<file path="src/hw/rtl/etcs_pkg.sv">
`default_nettype none

package etcs_pkg;

    localparam int DIV_W     = 16;
    localparam int DIV_NUM_W = 3 * DIV_W;
    localparam int CNT_W     = $clog2(DIV_W);

    localparam logic [15:0] SAT16       = 16'hFFFF;
    localparam logic [31:0] RATIO_SCALE = 32'd1000;
    localparam logic [7:0]  NOSYNC_IDX  = 8'hFF;

    localparam logic [7:0]  TEETH_RST = 8'd24;
    localparam logic [15:0] ANGLE_RST = 16'd30;
    localparam logic [15:0] SCALE_RST = 16'd1;
    localparam logic [15:0] LATE_RST  = 16'd1500;
    localparam logic [15:0] EARLY_RST = 16'd500;

    localparam int CFG_IDX_W = 3;
    localparam logic [CFG_IDX_W-1:0] CFG_TEETH = 3'd0;
    localparam logic [CFG_IDX_W-1:0] CFG_ANGLE = 3'd1;
    localparam logic [CFG_IDX_W-1:0] CFG_SCALE = 3'd2;
    localparam logic [CFG_IDX_W-1:0] CFG_LATE  = 3'd3;
    localparam logic [CFG_IDX_W-1:0] CFG_EARLY = 3'd4;

    typedef enum logic [2:0] {
        LOSS_NONE  = 3'd0,
        LOSS_HIGH  = 3'd1,
        LOSS_LATE  = 3'd2,
        LOSS_EARLY = 3'd3,
        LOSS_LOW   = 3'd4
    } loss_reason_t;

    typedef struct packed {
        logic        kind;
        logic        pin_low;
        logic [15:0] capture_word;
        logic [15:0] extension_word;
        logic        overflow_pending;
    } in_item_t;

    typedef struct packed {
        logic         synced;
        logic [7:0]   event_index;
        logic [15:0]  ticks_per_degree;
        logic [15:0]  period_ratio;
        logic         calc_request;
        logic         schedule_pulse;
        logic         sync_lost;
        loss_reason_t loss_reason;
    } out_item_t;

    typedef struct packed {
        logic                 start;
        logic [DIV_NUM_W-1:0] num;
        logic [DIV_W-1:0]     den;
    } div_req_t;

    typedef struct packed {
        logic             done;
        logic [DIV_W-1:0] quot;
    } div_sts_t;

endpackage

`default_nettype wire

</file>
<file path="src/hw/rtl/etcs_div.sv">
`default_nettype none

module etcs_div (
    input  wire logic             clk,
    input  wire logic             rst_n,
    input  wire etcs_pkg::div_req_t req,
    output etcs_pkg::div_sts_t    sts
);

    logic                         busy_reg, busy_next;
    logic                         done_reg, done_next;
    logic [etcs_pkg::CNT_W-1:0]   cnt_reg, cnt_next;
    logic [etcs_pkg::DIV_W-1:0]   rem_reg, rem_next;
    logic [etcs_pkg::DIV_W-1:0]   quo_reg, quo_next;
    logic [etcs_pkg::DIV_W-1:0]   den_reg, den_next;

    logic [etcs_pkg::DIV_W:0]     trial;
    logic                         fits;
    logic                         sat;

    // quotient would not fit in DIV_W bits (also covers a zero divisor)
    assign sat = req.num[etcs_pkg::DIV_NUM_W-1:etcs_pkg::DIV_W]
                 >= (etcs_pkg::DIV_NUM_W - etcs_pkg::DIV_W)'(req.den);

    assign trial = {rem_reg, quo_reg[etcs_pkg::DIV_W-1]};
    assign fits  = trial >= {1'b0, den_reg};

    always_comb
    begin
        busy_next = busy_reg;
        done_next = 1'b0;
        cnt_next  = cnt_reg;
        rem_next  = rem_reg;
        quo_next  = quo_reg;
        den_next  = den_reg;
        if (req.start)
        begin
            den_next = req.den;
            cnt_next = '0;
            if (sat)
            begin
                quo_next  = etcs_pkg::SAT16;
                done_next = 1'b1;
            end
            else
            begin
                // upper part is already below the divisor
                rem_next  = req.num[2*etcs_pkg::DIV_W-1:etcs_pkg::DIV_W];
                quo_next  = req.num[etcs_pkg::DIV_W-1:0];
                busy_next = 1'b1;
            end
        end
        else if (busy_reg)
        begin
            rem_next = fits ? etcs_pkg::DIV_W'(trial - {1'b0, den_reg})
                            : trial[etcs_pkg::DIV_W-1:0];
            quo_next = {quo_reg[etcs_pkg::DIV_W-2:0], fits};
            cnt_next = cnt_reg + etcs_pkg::CNT_W'(1);
            if (cnt_reg == etcs_pkg::CNT_W'(etcs_pkg::DIV_W - 1))
            begin
                busy_next = 1'b0;
                done_next = 1'b1;
            end
        end
    end

    always_ff @(posedge clk or negedge rst_n)
    begin
        if (!rst_n)
        begin
            busy_reg <= 1'b0;
            done_reg <= 1'b0;
            cnt_reg  <= '0;
        end
        else
        begin
            busy_reg <= busy_next;
            done_reg <= done_next;
            cnt_reg  <= cnt_next;
        end
    end

    always_ff @(posedge clk)
    begin
        rem_reg <= rem_next;
        quo_reg <= quo_next;
        den_reg <= den_next;
    end

    assign sts.done = done_reg;
    assign sts.quot = quo_reg;

    a_start_idle: assert property (@(posedge clk) disable iff (!rst_n)
        req.start |-> !busy_reg)
        else $error("divider started while busy");

    a_done_source: assert property (@(posedge clk) disable iff (!rst_n)
        done_reg |-> ($past(busy_reg) || $past(req.start)))
        else $error("divider done without a running division");

endmodule

`default_nettype wire

</file>
<file path="src/hw/rtl/even_tooth_cam_sync_decoder.sv">
`default_nettype none

// Crank wheel decoder for an evenly toothed primary wheel with a single-tooth
// cam sync input. One transaction on the input channel is one edge; each edge
// gives exactly one result transaction. Edges that are not low and secondary
// edges go from acceptance straight to the done step, and the next edge can
// be taken once that step has handed its result on. A primary edge with a
// valid previous stamp runs a ticks-per-degree division, unless the scale or
// the period is zero or wider than 32 bits, and, when synced with a known
// previous rate and the index not reaching the tooth count, a period ratio
// division; both go through one shared 16-step restoring divider. A primary
// edge without a previous stamp runs no division. The input stalls while an
// edge is in work; a finished result waits in the output register without
// holding off the next edge, but that edge's result waits in the done step
// for as long as the previous one is still stalled. Configuration writes are
// always taken and must only happen while idle.
module even_tooth_cam_sync_decoder #(
    parameter int STAMP_BITS = 32
) (
    input  wire logic                              clk,
    input  wire logic                              rst_n,
    input  wire logic                              in_valid,
    output logic                                   in_stall,
    input  wire etcs_pkg::in_item_t                in_item,
    output logic                                   out_valid,
    input  wire logic                              out_stall,
    output etcs_pkg::out_item_t                    out_result,
    input  wire logic                              cfg_valid,
    output logic                                   cfg_ready,
    input  wire logic [etcs_pkg::CFG_IDX_W-1:0]    cfg_index,
    input  wire logic [15:0]                       cfg_data
);

    typedef enum logic [7:0] {
        ST_IDLE   = 8'b0000_0001,
        ST_PERIOD = 8'b0000_0010,
        ST_TSTART = 8'b0000_0100,
        ST_TWAIT  = 8'b0000_1000,
        ST_RATIO  = 8'b0001_0000,
        ST_RSTART = 8'b0010_0000,
        ST_RWAIT  = 8'b0100_0000,
        ST_DONE   = 8'b1000_0000
    } state_t;

    state_t state_reg, state_next;

    // configuration
    logic [7:0]  teeth_reg;
    logic [15:0] angle_reg, scale_reg, late_reg, early_reg;

    // decoder state
    logic                  sync_reg, sync_next;
    logic                  stamp_valid_reg, stamp_valid_next;
    logic                  period_valid_reg, period_valid_next;
    logic [7:0]            index_reg, index_next;
    logic [STAMP_BITS-1:0] last_stamp_reg, last_stamp_next;
    logic [15:0]           last_rate_reg, last_rate_next;

    // item in work
    etcs_pkg::in_item_t    item_reg, item_next;
    logic [STAMP_BITS-1:0] stamp_reg, stamp_next;
    logic [etcs_pkg::DIV_NUM_W-1:0] prod_reg, prod_next;
    logic [15:0]           ticks_reg, ticks_next;
    logic [15:0]           ratio_reg, ratio_next;

    logic                  out_valid_reg, out_valid_next;
    etcs_pkg::out_item_t   out_reg, out_next;

    logic                  accept;
    logic                  commit;
    logic [15:0]           high_word;
    logic [STAMP_BITS-1:0] period;
    logic [63:0]           period_wide;
    logic                  period_big;
    logic [15:0]           mul_a;
    logic [31:0]           mul_b;
    logic [etcs_pkg::DIV_NUM_W-1:0] mul_p;
    logic [7:0]            index_inc;
    logic                  need_ratio;

    etcs_pkg::div_req_t    div_req;
    etcs_pkg::div_sts_t    div_sts;
    etcs_pkg::out_item_t   res;

    assign in_stall  = (state_reg != ST_IDLE);
    assign accept    = in_valid && !in_stall;
    assign cfg_ready = 1'b1;
    assign out_valid  = out_valid_reg;
    assign out_result = out_reg;

    // extension word runs one behind when an overflow is pending on a low capture
    assign high_word = (in_item.overflow_pending && !in_item.capture_word[15])
                       ? in_item.extension_word + 16'd1 : in_item.extension_word;

    assign period      = stamp_reg - last_stamp_reg;
    assign period_wide = 64'(period);
    assign period_big  = |period_wide[63:32];

    // one multiplier, shared by the tick scaling and the ratio scaling
    assign mul_a = (state_reg == ST_PERIOD) ? scale_reg : last_rate_reg;
    assign mul_b = (state_reg == ST_PERIOD) ? period_wide[31:0] : etcs_pkg::RATIO_SCALE;
    assign mul_p = etcs_pkg::DIV_NUM_W'(mul_a) * etcs_pkg::DIV_NUM_W'(mul_b);

    assign index_inc  = index_reg + 8'd1;
    assign need_ratio = sync_reg && period_valid_reg && (index_inc != teeth_reg);

    assign div_req.start = (state_reg == ST_TSTART) || (state_reg == ST_RSTART);
    assign div_req.num   = prod_reg;
    assign div_req.den   = (state_reg == ST_TSTART) ? angle_reg : ticks_reg;

    etcs_div u_div (
        .clk   (clk),
        .rst_n (rst_n),
        .req   (div_req),
        .sts   (div_sts)
    );

    // result and state update of the finished edge
    always_comb
    begin
        res                   = '0;
        res.loss_reason       = etcs_pkg::LOSS_NONE;
        res.ticks_per_degree  = ticks_reg;
        res.period_ratio      = ratio_reg;
        sync_next             = sync_reg;
        stamp_valid_next      = stamp_valid_reg;
        period_valid_next     = period_valid_reg;
        index_next            = index_reg;
        last_stamp_next       = last_stamp_reg;
        last_rate_next        = last_rate_reg;
        if (item_reg.pin_low && !item_reg.kind)
        begin
            if (sync_reg)
            begin
                index_next = index_inc;
                if (index_inc == teeth_reg)
                    res.loss_reason = etcs_pkg::LOSS_HIGH;
                else if (period_valid_reg && ratio_reg > late_reg)
                    res.loss_reason = etcs_pkg::LOSS_LATE;
                else if (period_valid_reg && ratio_reg < early_reg)
                    res.loss_reason = etcs_pkg::LOSS_EARLY;
                if (res.loss_reason == etcs_pkg::LOSS_NONE)
                begin
                    res.calc_request   = stamp_valid_reg;
                    res.schedule_pulse = 1'b1;
                end
            end
            if (res.loss_reason != etcs_pkg::LOSS_NONE)
            begin
                sync_next         = 1'b0;
                stamp_valid_next  = 1'b0;
                period_valid_next = 1'b0;
            end
            else
            begin
                if (stamp_valid_reg)
                begin
                    last_rate_next    = ticks_reg;
                    period_valid_next = 1'b1;
                end
                last_stamp_next  = stamp_reg;
                stamp_valid_next = 1'b1;
            end
        end
        else if (item_reg.pin_low)
        begin
            if (sync_reg)
            begin
                // a zero tooth count would wrap to 255, so it is caught as too high here
                if (teeth_reg == 8'd0 || index_reg > teeth_reg - 8'd1)
                    res.loss_reason = etcs_pkg::LOSS_HIGH;
                else if (index_reg < teeth_reg - 8'd1)
                    res.loss_reason = etcs_pkg::LOSS_LOW;
                if (res.loss_reason != etcs_pkg::LOSS_NONE)
                begin
                    sync_next         = 1'b0;
                    stamp_valid_next  = 1'b0;
                    period_valid_next = 1'b0;
                end
            end
            else
            begin
                sync_next = 1'b1;
            end
            index_next = etcs_pkg::NOSYNC_IDX;
        end
        res.sync_lost   = (res.loss_reason != etcs_pkg::LOSS_NONE);
        res.synced      = sync_next;
        res.event_index = index_next;
    end

    assign commit = (state_reg == ST_DONE) && (!out_valid_reg || !out_stall);

    // sequencer
    always_comb
    begin
        state_next = state_reg;
        item_next  = item_reg;
        stamp_next = stamp_reg;
        prod_next  = prod_reg;
        ticks_next = ticks_reg;
        ratio_next = ratio_reg;
        unique case (state_reg)
            ST_IDLE:
            begin
                if (accept)
                begin
                    item_next  = in_item;
                    stamp_next = STAMP_BITS'({high_word, in_item.capture_word});
                    ticks_next = '0;
                    ratio_next = '0;
                    state_next = (in_item.pin_low && !in_item.kind) ? ST_PERIOD : ST_DONE;
                end
            end
            ST_PERIOD:
            begin
                state_next = ST_RATIO;
                if (stamp_valid_reg)
                begin
                    if (scale_reg == 16'd0 || period == '0)
                        ticks_next = '0;
                    else if (period_big)
                        ticks_next = etcs_pkg::SAT16;
                    else
                    begin
                        prod_next  = mul_p;
                        state_next = ST_TSTART;
                    end
                end
            end
            ST_TSTART:
                state_next = ST_TWAIT;
            ST_TWAIT:
            begin
                if (div_sts.done)
                begin
                    ticks_next = div_sts.quot;
                    state_next = ST_RATIO;
                end
            end
            ST_RATIO:
            begin
                if (need_ratio)
                begin
                    prod_next  = mul_p;
                    state_next = ST_RSTART;
                end
                else
                    state_next = ST_DONE;
            end
            ST_RSTART:
                state_next = ST_RWAIT;
            ST_RWAIT:
            begin
                if (div_sts.done)
                begin
                    ratio_next = div_sts.quot;
                    state_next = ST_DONE;
                end
            end
            ST_DONE:
            begin
                if (commit)
                    state_next = ST_IDLE;
            end
            default:
                state_next = ST_IDLE;
        endcase
    end

    always_comb
    begin
        out_valid_next = out_valid_reg && out_stall;
        out_next       = out_reg;
        if (commit)
        begin
            out_valid_next = 1'b1;
            out_next       = res;
        end
    end

    always_ff @(posedge clk or negedge rst_n)
    begin
        if (!rst_n)
        begin
            state_reg        <= ST_IDLE;
            out_valid_reg    <= 1'b0;
            sync_reg         <= 1'b0;
            stamp_valid_reg  <= 1'b0;
            period_valid_reg <= 1'b0;
            index_reg        <= '0;
            last_stamp_reg   <= '0;
            last_rate_reg    <= '0;
            teeth_reg        <= etcs_pkg::TEETH_RST;
            angle_reg        <= etcs_pkg::ANGLE_RST;
            scale_reg        <= etcs_pkg::SCALE_RST;
            late_reg         <= etcs_pkg::LATE_RST;
            early_reg        <= etcs_pkg::EARLY_RST;
        end
        else
        begin
            state_reg     <= state_next;
            out_valid_reg <= out_valid_next;
            if (commit)
            begin
                sync_reg         <= sync_next;
                stamp_valid_reg  <= stamp_valid_next;
                period_valid_reg <= period_valid_next;
                index_reg        <= index_next;
                last_stamp_reg   <= last_stamp_next;
                last_rate_reg    <= last_rate_next;
            end
            if (cfg_valid && cfg_ready)
            begin
                unique case (cfg_index)
                    etcs_pkg::CFG_TEETH: teeth_reg <= cfg_data[7:0];
                    etcs_pkg::CFG_ANGLE: angle_reg <= cfg_data;
                    etcs_pkg::CFG_SCALE: scale_reg <= cfg_data;
                    etcs_pkg::CFG_LATE:  late_reg  <= cfg_data;
                    etcs_pkg::CFG_EARLY: early_reg <= cfg_data;
                    default: ;
                endcase
            end
        end
    end

    always_ff @(posedge clk)
    begin
        item_reg  <= item_next;
        stamp_reg <= stamp_next;
        prod_reg  <= prod_next;
        ticks_reg <= ticks_next;
        ratio_reg <= ratio_next;
        out_reg   <= out_next;
    end

    a_result_from_done: assert property (@(posedge clk) disable iff (!rst_n)
        $rose(out_valid_reg) |-> $past(state_reg == ST_DONE))
        else $error("result loaded outside the done step");

    a_loss_drops_sync: assert property (@(posedge clk) disable iff (!rst_n)
        (out_valid_reg && out_reg.sync_lost) |-> !out_reg.synced)
        else $error("loss of sync reported while still synced");

    a_div_done_waited: assert property (@(posedge clk) disable iff (!rst_n)
        div_sts.done |-> (state_reg == ST_TWAIT || state_reg == ST_RWAIT))
        else $error("division finished with nobody waiting");

endmodule

`default_nettype wire
</file>
<file path="config.mk">
export PLATFORM = sky130hd
export DESIGN_NAME = even_tooth_cam_sync_decoder
export DESIGN_NICKNAME = d
export VERILOG_FILES = /design/src/hw/rtl/etcs_pkg.sv /design/src/hw/rtl/etcs_div.sv /design/src/hw/rtl/even_tooth_cam_sync_decoder.sv
export SDC_FILE = /design/constraint.sdc
export NUM_CORES = 2
export LEC_CHECK = 0
export ABC_AREA = 1
export BUFFER_PORTS_ARGS = -buffer_cell sky130_fd_sc_hd__buf_2
export CELL_PAD_IN_SITES_DETAIL_PLACEMENT = 0
export CELL_PAD_IN_SITES_GLOBAL_PLACEMENT = 1
export CORE_MARGIN = 1
export CORE_UTILIZATION = 36
export DETAILED_ROUTE_END_ITERATION = 6
export PLACE_DENSITY = 0.72
export SYNTH_ARGS = -nofsm -noshare
export SYNTH_HDL_FRONTEND = slang
export SYNTH_SLANG_ARGS = --single-unit
</file>
<file path="constraint.sdc">
create_clock -name clk -period 20.9 [get_ports clk]
set_input_delay 1.045 -clock clk [delete_from_list [all_inputs] [get_ports clk]]
set_output_delay 1.045 -clock clk [all_outputs]
set_load 0.01 [all_outputs]
</file>
Word-level counts from Yosys, hierarchy flattened. Index checks and enable logic that the tools add are counted.

Add/subtract/negate cells: 6. Multipliers: 1. $lt $le $gt $ge: 6. Eq/ne operators: 26. Muxes and demuxes: 73. Bitwise logic cells: 1. Reductions and logical operators: 52.

Operators by type and width (number): 16-bit two-way mux (14); 48-bit two-way mux (3); 48-bit case mux with 2 select lines (1); 8-bit two-way mux (9); 8-bit case mux with 8 select lines (1); 16-bit by 32-bit multiplier with 48-bit output (1); 16-bit case mux with 3 select lines (1); 3-bit two-way mux (12); 32-bit by 16-bit greater-or-equal comparator with 1-bit output (1); 32-bit zero test (1); 32-bit two-way mux (1); 16-bit case mux with 2 select lines (1); 32-bit subtractor (1); 1-bit two-way mux (23); 17-bit by 16-bit greater-or-equal comparator with 1-bit output (1); 16-bit by 1-bit adder with 16-bit output, second input constant (1); 16-bit greater-than comparator (1); 16-bit zero test (1); 16-bit less-than comparator (1); 2-bit AND reduction (8); 4-bit AND reduction (4); 16-bit subtractor (1); 2-bit != test, second input constant (6); 2-bit nonzero test (6); other kinds (34) (65).

Register bits after elaboration: 355. Input bits: 59. Output and inout port bits: 50. Logic and storage cells: 198.

Depth between registers and ports, before layout.
Depth in word-level cells: 12. Mapped depth: 38. Gate-level depth less buffers: 38.

Modules after synthesis. From an unflattened synthesis, not the netlist that was laid out.

Cells, all modules: 4384. Area total of the unflattened synthesis: 35720.5 sq um.

By module, submodules not included: even_tooth_cam_sync_decoder (times used 1, cells each 3851, area an instance 31639.1 sq um, sequential area each 8364.3 sq um); etcs_div (times used 1, cells each 533, area an instance 4081.4 sq um, sequential area each 1591.5 sq um).

Worst setup path before layout. Ideal clock, no wire load.

Kind: reg-to-reg. Start: register stamp_reg[0]. End: register prod_reg[28] in the netlist's numbering (data pin). Setup time: 0.262 ns. Data arrival time: 6.747 ns. Path slack: 13.892 ns. Cell stages (with the launch flop): 31. Path buffers: 2. Period minus slack after synthesis: 7.008 ns. Cells stage by stage: edfxtp_1 > inv_1 > ha_1 > inv_1 > fa_1 > nand2_1 > nand3_1 > xor2_1 > or2_2 > clkbuf_1 > clkbuf_1 > nand2_1 > fa_1 > inv_1 > fa_1 > inv_1 > fa_1 > fa_1 > inv_1 > fa_1 > fa_1 > ha_1 > a21oi_1 > inv_1 > nor2_1 > o21ai_1 > a21oi_1 > o21ai_1 > a21boi_0 > o21ai_1 > xor2_1.

Cells in the longest elaborated chain, start to end: 6. Elaborated cells on any way between the ends: 7. Those cells by class: add/sub (1); mul (1); mux (5).

Ends and longest elaborated chain: start: declaration (RTL line even_tooth_cam_sync_decoder.sv:61) `logic [STAMP_BITS-1:0] stamp_reg, stamp_next;`; start signal: assignment (RTL line even_tooth_cam_sync_decoder.sv:330) `stamp_reg <= stamp_next;`; 32-bit subtractor * (RTL line even_tooth_cam_sync_decoder.sv:95) `assign period = stamp_reg - last_stamp_reg;`; 32-bit two-way mux * (RTL line even_tooth_cam_sync_decoder.sv:101) `assign mul_b = (state_reg == ST_PERIOD) ? period_wide[31:0] : etcs_pkg::RATIO_SCALE;`; 16-bit by 32-bit multiplier with 48-bit output * (RTL line even_tooth_cam_sync_decoder.sv:102) `assign mul_p = etcs_pkg::DIV_NUM_W'(mul_a) * etcs_pkg::DIV_NUM_W'(mul_b);`; via mul_p, one bit (RTL line even_tooth_cam_sync_decoder.sv:77) `logic [etcs_pkg::DIV_NUM_W-1:0] mul_p;`; 48-bit two-way mux (RTL line even_tooth_cam_sync_decoder.sv:220) `if (scale_reg == 16'd0 || period == '0)`; 48-bit two-way mux (RTL line even_tooth_cam_sync_decoder.sv:218) `if (stamp_valid_reg)`; 48-bit case mux with 2 select lines * (RTL line even_tooth_cam_sync_decoder.sv:203) `unique case (state_reg)`; end signal: assignment (RTL line even_tooth_cam_sync_decoder.sv:331) `prod_reg <= prod_next;`; end: declaration (RTL line even_tooth_cam_sync_decoder.sv:62) `logic [etcs_pkg::DIV_NUM_W-1:0] prod_reg, prod_next;`.

Mark *: on every way through the listed nets, which the timed path passes. The rest lies on a longest branch. The select of a mux whose other input is x is not followed. A chain may end at the register's enable or synchronous reset.

Worst setup path after layout.
Start: register state_reg[0]. End: register prod_reg[27] in the netlist's numbering (data pin).

Cells in the longest elaborated chain, start to end: 6. Elaborated cells on any way between the ends: 9. Those cells by class: mul (1); eq/ne (2); mux (6).

Ends and longest elaborated chain: start: declaration (RTL line even_tooth_cam_sync_decoder.sv:45) `state_t state_reg, state_next;`; start signal: assignment (RTL line even_tooth_cam_sync_decoder.sv:302) `state_reg <= state_next;`; 8-bit by 2-bit == test with 1-bit output * (RTL line even_tooth_cam_sync_decoder.sv:100, even_tooth_cam_sync_decoder.sv:101); 16-bit two-way mux or 32-bit two-way mux (tied branches) (RTL line even_tooth_cam_sync_decoder.sv:100, even_tooth_cam_sync_decoder.sv:101); 16-bit by 32-bit multiplier with 48-bit output * (RTL line even_tooth_cam_sync_decoder.sv:102); via mul_p, one bit (RTL line even_tooth_cam_sync_decoder.sv:77); 48-bit two-way mux (RTL line even_tooth_cam_sync_decoder.sv:220); 48-bit two-way mux (RTL line even_tooth_cam_sync_decoder.sv:218); 48-bit case mux with 2 select lines * (RTL line even_tooth_cam_sync_decoder.sv:203).

Marks and branches as above.

==> run summary <==
The first global-routing pass estimated 169 mm of wire. Of all nets on the critical path, the largest fanout is 52. STA puts the critical path data required time at 21.25 ns.

For this design the ratio of total power to cell area is 115 nW/µm². After the first detailed-routing iteration, the DRC count stood at 2159. The all-layer global routing usage is 0.225, and the total setup buffers inserted after CTS is 0.

The cell sitting at the root of the clock tree is a sky130_fd_sc_hd__clkbuf_16. The logs give 0.0320 for the met3 layer usage reported by global route and 96700 µm² for the placeable core region. The total number of placement rows was 114; the final antenna-violating net count was 0. After synthesis, the cell types taking the most area are sky130_fd_sc_hd__fa_1 (24%), sky130_fd_sc_hd__edfxtp_1 (18%), sky130_fd_sc_hd__nand2_1 (11%). Area growth from synthesis to layout: 9.61%. The routed layout has 27.8k vias.

The layout filler cell count is 9952. The port buffer count is 107. The proportion of synthesized chip area in sequential cells is 0.283, and the number of optimization iterations in the first detailed-route pass is 5. Entering global routing, the biggest net connects 87 pins. The die is 314 µm wide.

When the netlist entered floorplanning its net count stood at 4968. The number of flip-flops in the largest register is 48. STA classifies the critical path startpoint as a register.

The most frequently used flop master after synthesis is sky130_fd_sc_hd__edfxtp_1. Synthesis inferred 355 register bits. The worst-case IR drop observed on VDD is 0.000113 V. Max-cap violations in this run came to 0. The die footprint was 98800 µm². The fraction of synthesized cell area taken by the top area cell type was 0.239; the arrival time at the worst endpoint was 9.43 ns.

For this run, the slowest stage of the critical path takes 0.89 ns. The initial core utilization is 0.363, and the worst clock skew is 0.0188 ns. By instance count, the leading cell after synthesis is sky130_fd_sc_hd__nand2_1. The ratio of routed vias to standard cells works out to 4.92. The worst path in the final design needs a cycle of 9.08 ns, including I/O delays and setup. Routing layer with the top usage in global route: met2. The met2 track demand over resource was 0.370.

The tools report the warning count from the yosys run as 0. Final setup TNS: 0 ns. By instance count, the cell type seen most on the critical path is sky130_fd_sc_hd__inv_1.

In the synthesized netlist, the cells that appear most often are sky130_fd_sc_hd__nand2_1 (1020), sky130_fd_sc_hd__inv_1 (973), sky130_fd_sc_hd__fa_1 (420), sky130_fd_sc_hd__nor2_1 (410), sky130_fd_sc_hd__ha_1 (226). In this run, post-CTS hold repair placed 0 buffers. Setup repair after global routing left no endpoint under its margin.

At the pin with the least slew margin, the transition time is 1.17 ns. TritonCTS built the clock tree. The gate count of the mapped netlist was 4263; the average cell area after synthesis was 8.24 µm². The logs give 0 for the number of cells upsized or downsized after cts and 110 MHz for the upper clock frequency limit.

Share of the clock period used by the worst path after layout: 0.434. Summed over all cells, the static leakage comes to 19.2 nW. The final count of negative-setup-slack endpoints was 0. The run gives 35100 µm² as the post-synthesis instance area. Clock-pin slew was measured on the worst setup and hold paths at 0.06 ns.

The utilization of the core after routing was 0.398. The most area-hungry cell type in the Yosys netlist was sky130_fd_sc_hd__fa_1. The count of H-tree levels built during CTS came out at 2. The final wirelength is 109 mm, and the number of buffers created by CTS is 40. The fraction of registers with async set/reset is 0.411, and the number of max-slew violations in the final report is 0.

Once detailed placement completed, the half-perimeter wirelength came to 87.3 mm. The total overflow left after global routing is 0. Pin placement for this block handled 109 I/O pins.

The fraction of layout instances using a drive strength above 1 works out to 0.0598. The global-route track usage on met1 is 0.303. For the number of failing hold endpoints at the final stage, the log shows 0. The number of global-route vias before repair was 28.2k; the die extent in y was 314 µm. The logs give 57 for the count of cell types in the netlist and 0.948 for the final weighted congestion in routability-driven placement.

The run finished with clean final reports. No sink is reached through more buffers than the 3 on the longest clock path. The number of antenna violations at the first check in global routing came out at 2.

The worst min-delay path class is reg -> reg. In the final routed layout, each cell accounts on average for 19.2 µm. On the critical path, the stage with the largest delay is an instance of sky130_fd_sc_hd__clkinv_1. The number of nets in the final layout is 5057. The kind of end point of the critical path is a register. The worst slew margin relative to its limit is 0.218, and the clock network latency to the later pin of the worst-skew pair is 0.57 ns. The synthesized design contains 209 enable-type register cells. In the routed design, unresolved DRC markers number 0.

The run gives 355 as the TritonCTS sink count. The worst setup path is of the reg -> reg kind.
[area by class of cell]
| type | instances | area, µm² | area share |
|---|---|---|---|
| tap | 1276 | 1600 | 0.0415 |
| antenna | 2 | 5.00 | 0.000130 |
| clock inverter | 21 | 248 | 0.00644 |
| sequential | 355 | 9960 | 0.259 |
| clock buffer | 51 | 1100 | 0.0287 |
| multi-input combinational | 2822 | 21100 | 0.547 |
| timing repair buffer | 140 | 790 | 0.0205 |
| inverter | 993 | 3730 | 0.0968 |
[placed cells by master, fill, tap and decap left out, drive strengths merged, types with 18 or more instances in the layout]
cell	n
inv	982
xor2	61
nor2	421
a21oi	170
dfrtp	125
fa	420
o21ai	195
edfxtp	209
a31oi	18
xnor2	35
nor3	27
nand4	28
nand2	1022
ha	226
clkinv	27
clkbuf	51
buf	140
nand3	114
dfstp	21
[critical path, delay by kind of cell, from the launching register on]
kind / cells / cell delay (ns)
adders and majority gates: 7 / 3.26
buffers and inverters: 11 / 2.61
AOI/OAI and AO/OA: 4 / 1.15
and+or+nand+nor: 7 / 0.95
DFF: 1 / 0.53
xor gates and xnor gates: 1 / 0.33
[routing by layer]
layer	wire [µm]	share of wire
met3	7360	0.068
met4	4310	0.040
met5	10	0.000092
met1	47000	0.43
met2	50000	0.46
[worst paths after layout]
kind | start | end | slack [ns] | depth (start not counted)
max reg2reg | state_reg[0] | prod_reg[27] | 11.82 | 30
max in group asynchronous | rst_n | late_reg[11] | 19.00 | 2
max | state_reg[0] | prod_reg[27] | 11.82 | 30
min | ticks_reg[12] | out_result[34] | 0.45 | 0
min in group asynchronous | rst_n | index_reg[3] | 0.51 | 1
min reg2reg | ticks_reg[12] | out_result[34] | 0.45 | 0
[power by group]
part	switching, W	internal (W)	leakage (nW)
registers	0.000111	0.000970	3.76
logic	0.00177	0.000843	14.8
clock network	0.000296	0.000437	0.672
total	0.00218	0.00225	19.2
[stage by stage]
step                      setup slack, ns  power (W)  cells  hold slack, ns  area, µm²
after floorplan                     13.89    0.00279   4263           0.426      35100
after global placement              11.94    0.00368   5586           0.435      37100
after detailed placement            11.86    0.00370   5586           0.439      37100
after CTS                           11.84    0.00445   5658           0.453      38500
after global routing                11.35    0.00481   5658           0.456      38500
final                               11.82    0.00443   5660           0.452      38500
[logic make-up after synthesis]
logic type | after synthesis | share of synthesized area
AO/OA/AOI/OAI | 431 | 0.0663
adder cells (fa/ha/maj) | 646 | 0.320
XOR/XNOR | 96 | 0.0239
flip-flops | 355 | 0.283
other | 1 | 0.000107
buffers and inverters | 1086 | 0.118
AND/OR/NAND/NOR | 1647 | 0.188
multiplexers | 1 | 0.000321
Power figures use the tool's default switching activity.
